## config.mk

```make
export PLATFORM = sky130hd
export DESIGN_NAME = humidity_temperature_frame_convert
export DESIGN_NICKNAME = d
export VERILOG_FILES = /design/src/hw/rtl/htfc_pkg.sv /design/src/hw/rtl/humidity_temperature_frame_convert.sv
export SDC_FILE = /design/constraint.sdc
export NUM_CORES = 1
export LEC_CHECK = 0
export ABC_CLOCK_PERIOD_IN_PS = 15000
export BUFFER_PORTS_ARGS = -buffer_cell sky130_fd_sc_hd__buf_2
export CORE_UTILIZATION = 60
export CTS_BUF_LIST = sky130_fd_sc_hd__clkbuf_8
export CTS_CLUSTER_DIAMETER = 30
export DETAILED_ROUTE_END_ITERATION = 16
export GPL_TIMING_DRIVEN = 0
export HOLD_SLACK_MARGIN = 0.06
export PLACE_DENSITY = 0.78
export SYNTH_ARGS = -nofsm -noshare
export SYNTH_HDL_FRONTEND = slang
export SYNTH_SLANG_ARGS = --single-unit
```

## constraint.sdc

```tcl
create_clock -name aclk -period 15 [get_ports aclk]
set_clock_uncertainty 0.1 [all_clocks]
set_input_delay 3 -clock aclk [delete_from_list [all_inputs] [get_ports aclk]]
set_output_delay 3 -clock aclk [all_outputs]
set_load 0.005 [all_outputs]
```

## src/hw/rtl/htfc_pkg.sv

```systemverilog
// Package: constants and CRC-8 helper for the humidity/temperature frame converter.
`default_nettype none

package htfc_pkg;

    localparam int unsigned BYTE_W   = 8;
    localparam int unsigned RAW_W    = 16;
    localparam int unsigned RH_W     = 10;
    localparam int unsigned TEMP_W   = 12;

    localparam logic [8:0]  CRC_POLY  = 9'h131;
    localparam logic [10:0] RH_MUL    = 11'd1250;
    localparam logic [10:0] RH_OFFSET = 11'd60;
    localparam logic [10:0] RH_MAX    = 11'd1000;
    localparam logic [14:0] T_MUL     = 15'd17572;
    localparam logic [14:0] T_OFFSET  = 15'd4685;

    // floor(x / 10) == (x * DIV10_MUL) >> DIV10_SHIFT for x below 2^14
    localparam logic [15:0] DIV10_MUL   = 16'd52429;
    localparam int unsigned DIV10_SHIFT = 19;

    // Push one byte through the CRC-8 register, MSB first.
    function automatic logic [7:0] crc8_byte(input logic [7:0] crc_in,
                                             input logic [7:0] data);
        logic [7:0] c;
        c = crc_in ^ data;
        for (int n = 0; n < 8; n++) begin
            if (c[7]) begin
                c = {c[6:0], 1'b0} ^ CRC_POLY[7:0];
            end else begin
                c = {c[6:0], 1'b0};
            end
        end
        return c;
    endfunction

endpackage

`default_nettype wire

```

## src/hw/rtl/humidity_temperature_frame_convert.sv

```systemverilog
// Top level: converts one humidity/temperature sensor frame per beat into scaled readings.
`default_nettype none

// Accepts one frame per clock while the output side does not stall and returns one
// result per frame, in order. The block is a three-register pipeline: an input
// register, a middle register after the two constant multiplications (humidity and
// temperature scaling, CRC-8 check), and a result register after the divide-by-ten of
// the temperature, done as a reciprocal multiplication. Any stage may stall; s_ready
// drops only when all three stages hold a beat and m_ready is low. A CRC mismatch,
// with checking enabled, gives status 1 and zero readings.
module humidity_temperature_frame_convert (
    input  wire logic                                  aclk,
    input  wire logic                                  aresetn,
    input  wire logic                                  cfg_write_enable,
    input  wire logic                                  cfg_write_data,
    input  wire logic                                  s_valid,
    output logic                                       s_ready,
    input  wire logic [htfc_pkg::BYTE_W-1:0]           s_humidity_high,
    input  wire logic [htfc_pkg::BYTE_W-1:0]           s_humidity_low,
    input  wire logic [htfc_pkg::BYTE_W-1:0]           s_humidity_check,
    input  wire logic [htfc_pkg::BYTE_W-1:0]           s_temperature_high,
    input  wire logic [htfc_pkg::BYTE_W-1:0]           s_temperature_low,
    output logic                                       m_valid,
    input  wire logic                                  m_ready,
    output logic [htfc_pkg::RH_W-1:0]                  m_humidity_tenths,
    output logic signed [htfc_pkg::TEMP_W-1:0]         m_temperature_tenths,
    output logic                                       m_status
);

    logic crc_en_reg;

    // input stage
    logic        in_valid_reg;
    logic [7:0]  in_hh_reg, in_hl_reg, in_hc_reg, in_th_reg, in_tl_reg;

    // middle stage
    logic        mid_valid_reg;
    logic        mid_bad_reg;
    logic [9:0]  mid_rh_reg;
    logic        mid_neg_reg;
    logic [13:0] mid_abs_reg;

    // result stage
    logic        out_valid_reg;
    logic        out_status_reg;
    logic [9:0]  out_rh_reg;
    logic [11:0] out_temp_reg;

    logic adv_out, adv_mid, adv_in;

    assign adv_out = !out_valid_reg || m_ready;
    assign adv_mid = !mid_valid_reg || adv_out;
    assign adv_in  = !in_valid_reg || adv_mid;
    assign s_ready = adv_in;

    // stage one math
    logic [15:0] rh_raw, t_raw;
    logic [7:0]  crc_calc;
    logic        crc_bad_next;
    logic [26:0] rh_prod;
    logic [10:0] rh_scaled, rh_diff;
    logic [9:0]  rh_next;
    logic [30:0] t_prod;
    logic [14:0] t_scaled, t_diff;
    logic        t_neg_next;

    always_comb begin
        rh_raw       = {in_hh_reg, in_hl_reg};
        t_raw        = {in_th_reg, in_tl_reg};
        crc_calc     = htfc_pkg::crc8_byte(htfc_pkg::crc8_byte(8'd0, in_hh_reg), in_hl_reg);
        crc_bad_next = crc_en_reg && (crc_calc != in_hc_reg);

        rh_prod   = {11'd0, rh_raw} * {16'd0, htfc_pkg::RH_MUL};
        rh_scaled = rh_prod[26:16];
        rh_diff   = rh_scaled - htfc_pkg::RH_OFFSET;
        if (rh_scaled < htfc_pkg::RH_OFFSET) begin
            rh_next = '0;
        end else if (rh_diff > htfc_pkg::RH_MAX) begin
            rh_next = htfc_pkg::RH_MAX[9:0];
        end else begin
            rh_next = rh_diff[9:0];
        end

        t_prod     = {15'd0, t_raw} * {16'd0, htfc_pkg::T_MUL};
        t_scaled   = t_prod[30:16];
        t_neg_next = t_scaled < htfc_pkg::T_OFFSET;
        if (t_neg_next) begin
            t_diff = htfc_pkg::T_OFFSET - t_scaled;
        end else begin
            t_diff = t_scaled - htfc_pkg::T_OFFSET;
        end
    end

    // stage two math
    logic [29:0] q_prod;
    logic [10:0] q_mag;
    logic [11:0] temp_next;

    always_comb begin
        q_prod = {16'd0, mid_abs_reg} * {14'd0, htfc_pkg::DIV10_MUL};
        q_mag  = q_prod[29:htfc_pkg::DIV10_SHIFT];
        if (mid_neg_reg) begin
            temp_next = 12'd0 - {1'b0, q_mag};
        end else begin
            temp_next = {1'b0, q_mag};
        end
    end

    always_ff @(posedge aclk) begin
        if (!aresetn) begin
            crc_en_reg    <= 1'b1;
            in_valid_reg  <= 1'b0;
            mid_valid_reg <= 1'b0;
            out_valid_reg <= 1'b0;
        end else begin
            if (cfg_write_enable) begin
                crc_en_reg <= cfg_write_data;
            end
            if (adv_in) begin
                in_valid_reg <= s_valid;
            end
            if (adv_mid) begin
                mid_valid_reg <= in_valid_reg;
            end
            if (adv_out) begin
                out_valid_reg <= mid_valid_reg;
            end
        end
    end

    always_ff @(posedge aclk) begin
        if (adv_in) begin
            in_hh_reg <= s_humidity_high;
            in_hl_reg <= s_humidity_low;
            in_hc_reg <= s_humidity_check;
            in_th_reg <= s_temperature_high;
            in_tl_reg <= s_temperature_low;
        end
        if (adv_mid) begin
            mid_bad_reg <= crc_bad_next;
            mid_rh_reg  <= rh_next;
            mid_neg_reg <= t_neg_next;
            mid_abs_reg <= t_diff[13:0];
        end
        if (adv_out) begin
            out_status_reg <= mid_bad_reg;
            out_rh_reg     <= mid_bad_reg ? 10'd0 : mid_rh_reg;
            out_temp_reg   <= mid_bad_reg ? 12'd0 : temp_next;
        end
    end

    assign m_valid              = out_valid_reg;
    assign m_status             = out_status_reg;
    assign m_humidity_tenths    = out_rh_reg;
    assign m_temperature_tenths = signed'(out_temp_reg);

    // a rejected frame carries zero readings
    a_bad_zero: assert property (@(posedge aclk) disable iff (!aresetn)
        m_valid && m_status |-> m_humidity_tenths == '0 && m_temperature_tenths == '0)
        else $error("CRC error result carries nonzero readings");

    a_rh_range: assert property (@(posedge aclk) disable iff (!aresetn)
        m_valid |-> m_humidity_tenths <= htfc_pkg::RH_MAX[9:0])
        else $error("humidity above clamp");

    a_no_check: assert property (@(posedge aclk) disable iff (!aresetn)
        m_valid && !crc_en_reg |-> !m_status)
        else $error("CRC error reported with checking disabled");

    a_stall_full: assert property (@(posedge aclk) disable iff (!aresetn)
        !s_ready |-> in_valid_reg && mid_valid_reg && out_valid_reg && !m_ready)
        else $error("input stalled with room in the pipeline");

endmodule

`default_nettype wire

```

==> impl_metrics.csv <==
group,metric,value,unit
routing,via_count,9180,
finish,antenna_cells,0,
worst_hold_path,hold_path_class,"flip-flop to flip-flop",
routing,drc_errors,0,
outcome,outcome,"completed",
synth,synth_common_cells,"286 x inv_1, 262 x ha_1, 118 x fa_1",
timing,min_period_over_period,0.484,
synth,synth_top_area_frac,0.249,
finish,areaGrowthSynthToFinish,7.10,%
timing,finalSetupViolCount,0,
global_routing,globalRouteOverflowTotal,0,
floorplan,ioPinCount,71,
synth,synth_area_per_cell,9.97,µm²
finish,final_nets,1831,
worst_setup_path,timing.rr.start,"mid_abs_reg[8]",
worst_setup_path,cpMostUsedCell,"fa_1",
synth,synth_area,0.0132,mm²
worst_setup_path,critPathSlowestCell,"a2111oi_0",
timing,slew_viol_final,0,
global_routing,grt_first_pass_wirelength,41800,µm
routing,drt_iter0_drc,325,
synth,synthDistinctLibCells,84,
worst_setup_path,reg2regPathDepth,21,
timing,rsz0062_at_grt,"no",
global_routing,grt_usage,0.234,
cts,clock-sinks,93,
floorplan,initial_utilization,0.619,
worst_setup_path,worst-path-buf-inv,4,
timing,slew_headroom,0.269,
worst_setup_path,reg2reg_slack,7730,ps
worst_hold_path,worstHoldStart,"in_valid_reg",
synth,synth-async-reset-ratio,0,
synth,synth.ff_latch_count,93,
placement,io_buffers,70,
worst_setup_path,path_class,"flip-flop to flip-flop",
timing,setup_tns,0,ps
cts,clk_path_buf_depth,2,
routing,first_pass_iters,5,
routing,viasPerCell,5.45,
cts,insertion_delay,400,ps
finish,largest_reg_flops,14,
floorplan,rows,53,
cts,clock-root-buffer,"clkbuf_8",
worst_hold_path,whs_endpoint,"mid_valid_reg",
floorplan,dieWidth,150,µm
global_routing,first_global_vias,9291,
cts,cts_hold_buf,0,
timing,finalHoldViolCount,0,
cts,post-cts-setup-buffers,0,
floorplan,core_area,0.0213,mm²
worst_hold_path,holdPathStages,2,
cts,cts_buffers,9,
cts,ctsResizeCount,0,
worst_setup_path,crit_path_start_kind,"flip-flop",
worst_setup_path,max_stage_delay,830,ps
synth,synth-edff-count,89,
routing,ant_nets,0,
global_routing,grt_max_degree,41,
worst_setup_path,crit_path_max_fanout,5,
routing,finalWirelength,24700,µm
synth,synth_warnings,0,
worst_setup_path,r2r-end,"m_temperature_tenths[10]",
synth,synth-main-ff-cell,"edfxtp_1",
synth,synth.most_common_cell,"inv_1",
placement,hpwl,21200,µm
cts,tritoncts,"done",
finish,fill_cells,1619,
routing,wl_per_cell,14.7,µm
cts,clk_pin_slew,110,ps
worst_setup_path,cp.arrival,7310,ps
timing,final.min_clock_period,7270,ps
synth,mappedNetlistNets,1749,
cts,htreeDepth,3,
worst_setup_path,cp-end-kind,"flip-flop",
floorplan,dieArea,0.0226,mm²
synth,netlist_instances,1323,
synth,ys_seq_area_frac,0.209,
timing,fmax,138,MHz
finish,layout-drive-gt1-share,0.0844,
synth,synth_area_leaders,"ha_1 25%, edfxtp_1 20%, fa_1 18%",
synth,synth_top_cell_by_area,"ha_1",
worst_setup_path,crit_family,"adder cells",
worst_setup_path,crit_required,15050,ps
finish,final_util,0.663,
placement,gp_congestion,0.895,
floorplan,die_height,150,µm
worst_setup_path,path_cells,"ha_1, inv_1, fa_1, fa_1, fa_1, inv_1, fa_1, inv_1, fa_1, inv_1, ha_1, a21oi_1, o21ai_0, a2111oi_0, or3_1, and2_0, o311ai_0, or4_1, o31ai_1, xor2_1, nor2_1",
timing,tightest_slew,1090,ps
global_routing,antenna_found_initial,0,
job,drv_cap,0,
worst max path at each step:
stage                   start                  endpoint  slack, ps  depth (start not counted)
4_1_cts        mid_abs_reg[8]  m_temperature_tenths[10]       7730                         21
3_5_place_dp   mid_abs_reg[8]  m_temperature_tenths[10]       7750                         21
5_1_grt        mid_abs_reg[8]  m_temperature_tenths[10]       7420                         21
2_1_floorplan         m_ready                   s_ready       7660                          2
3_3_place_gp          m_ready                   s_ready       6610                          4
6_report       mid_abs_reg[8]  m_temperature_tenths[10]       7730                         21
cell families after synthesis:
| group | Yosys count | share of synthesized area |
|---|---|---|
| AO/OA/AOI/OAI | 221 | 0.114 |
| XOR/XNOR | 88 | 0.0590 |
| adder cells (fa/ha/maj) | 380 | 0.428 |
| buffers and inverters | 300 | 0.0865 |
| flip-flops | 93 | 0.209 |
| multiplexers | 18 | 0.0140 |
| AND/OR/NAND/NOR | 223 | 0.0896 |
routing by layer:
layer | vias up | part of all wire | wire length [µm] | track usage
li1 | 4659 | - | - | -
met1 | 4305 | 0.46 | 11300 | 0.287
met2 | 178 | 0.50 | 12300 | 0.429
met3 | 38 | 0.031 | 774 | 0.0294
met4 | 0 | 0.018 | 448 | 0.0657
met5 | - | 0 | 0 | 0
layout by cell type (no fill, tap or decap), types with 18 or more instances in the layout:
cell,netlist,final
xor2_1,33,33
fa_1,118,118
nand2_1,60,60
inv_1,286,286
ha_1,262,262
o21ai_0,34,34
xnor2_1,54,54
nand3_1,22,21
edfxtp_1,89,89
a21oi_1,67,67
buf_2,1,71
nor2_1,36,36
o21a_1,18,18
worst reg2reg max path, stage by stage, from the launching register on:
cell,delay [ps]
edfxtp_1,500
ha_1,360
inv_1,60
fa_1,590
fa_1,490
fa_1,550
inv_1,50
fa_1,500
inv_1,50
fa_1,500
inv_1,40
ha_1,350
a21oi_1,130
o21ai_0,140
a2111oi_0,830
or3_1,300
and2_0,140
o311ai_0,210
or4_1,580
o31ai_1,310
xor2_1,190
nor2_1,60
area by class of cell:
class,instances,area (µm²),share of cell area
buffer,14,66.3,0.00470
clock buffer,9,124,0.00877
clock inverter,7,92.6,0.00656
inverter,286,1070,0.0760
multi-input combinational,930,9300,0.658
sequential,93,2750,0.195
tap,275,344,0.0244
timing repair buffer,71,370,0.0262
stage by stage:
stage | cell area, µm² | std cells | worst slack, ps | hold slack (ps)
2_1_floorplan | 13200 | 1323 | 7660 | 341
3_3_place_gp | 13900 | 1668 | 6610 | 372
3_5_place_dp | 13900 | 1669 | 7750 | 412
4_1_cts | 14100 | 1685 | 7730 | 427
5_1_grt | 14100 | 1685 | 7420 | 441
6_report | 14100 | 1685 | 7730 | 430
Power is not shown: default switching activity piles up to over one toggle a cycle in this logic, so the estimate is an artifact.
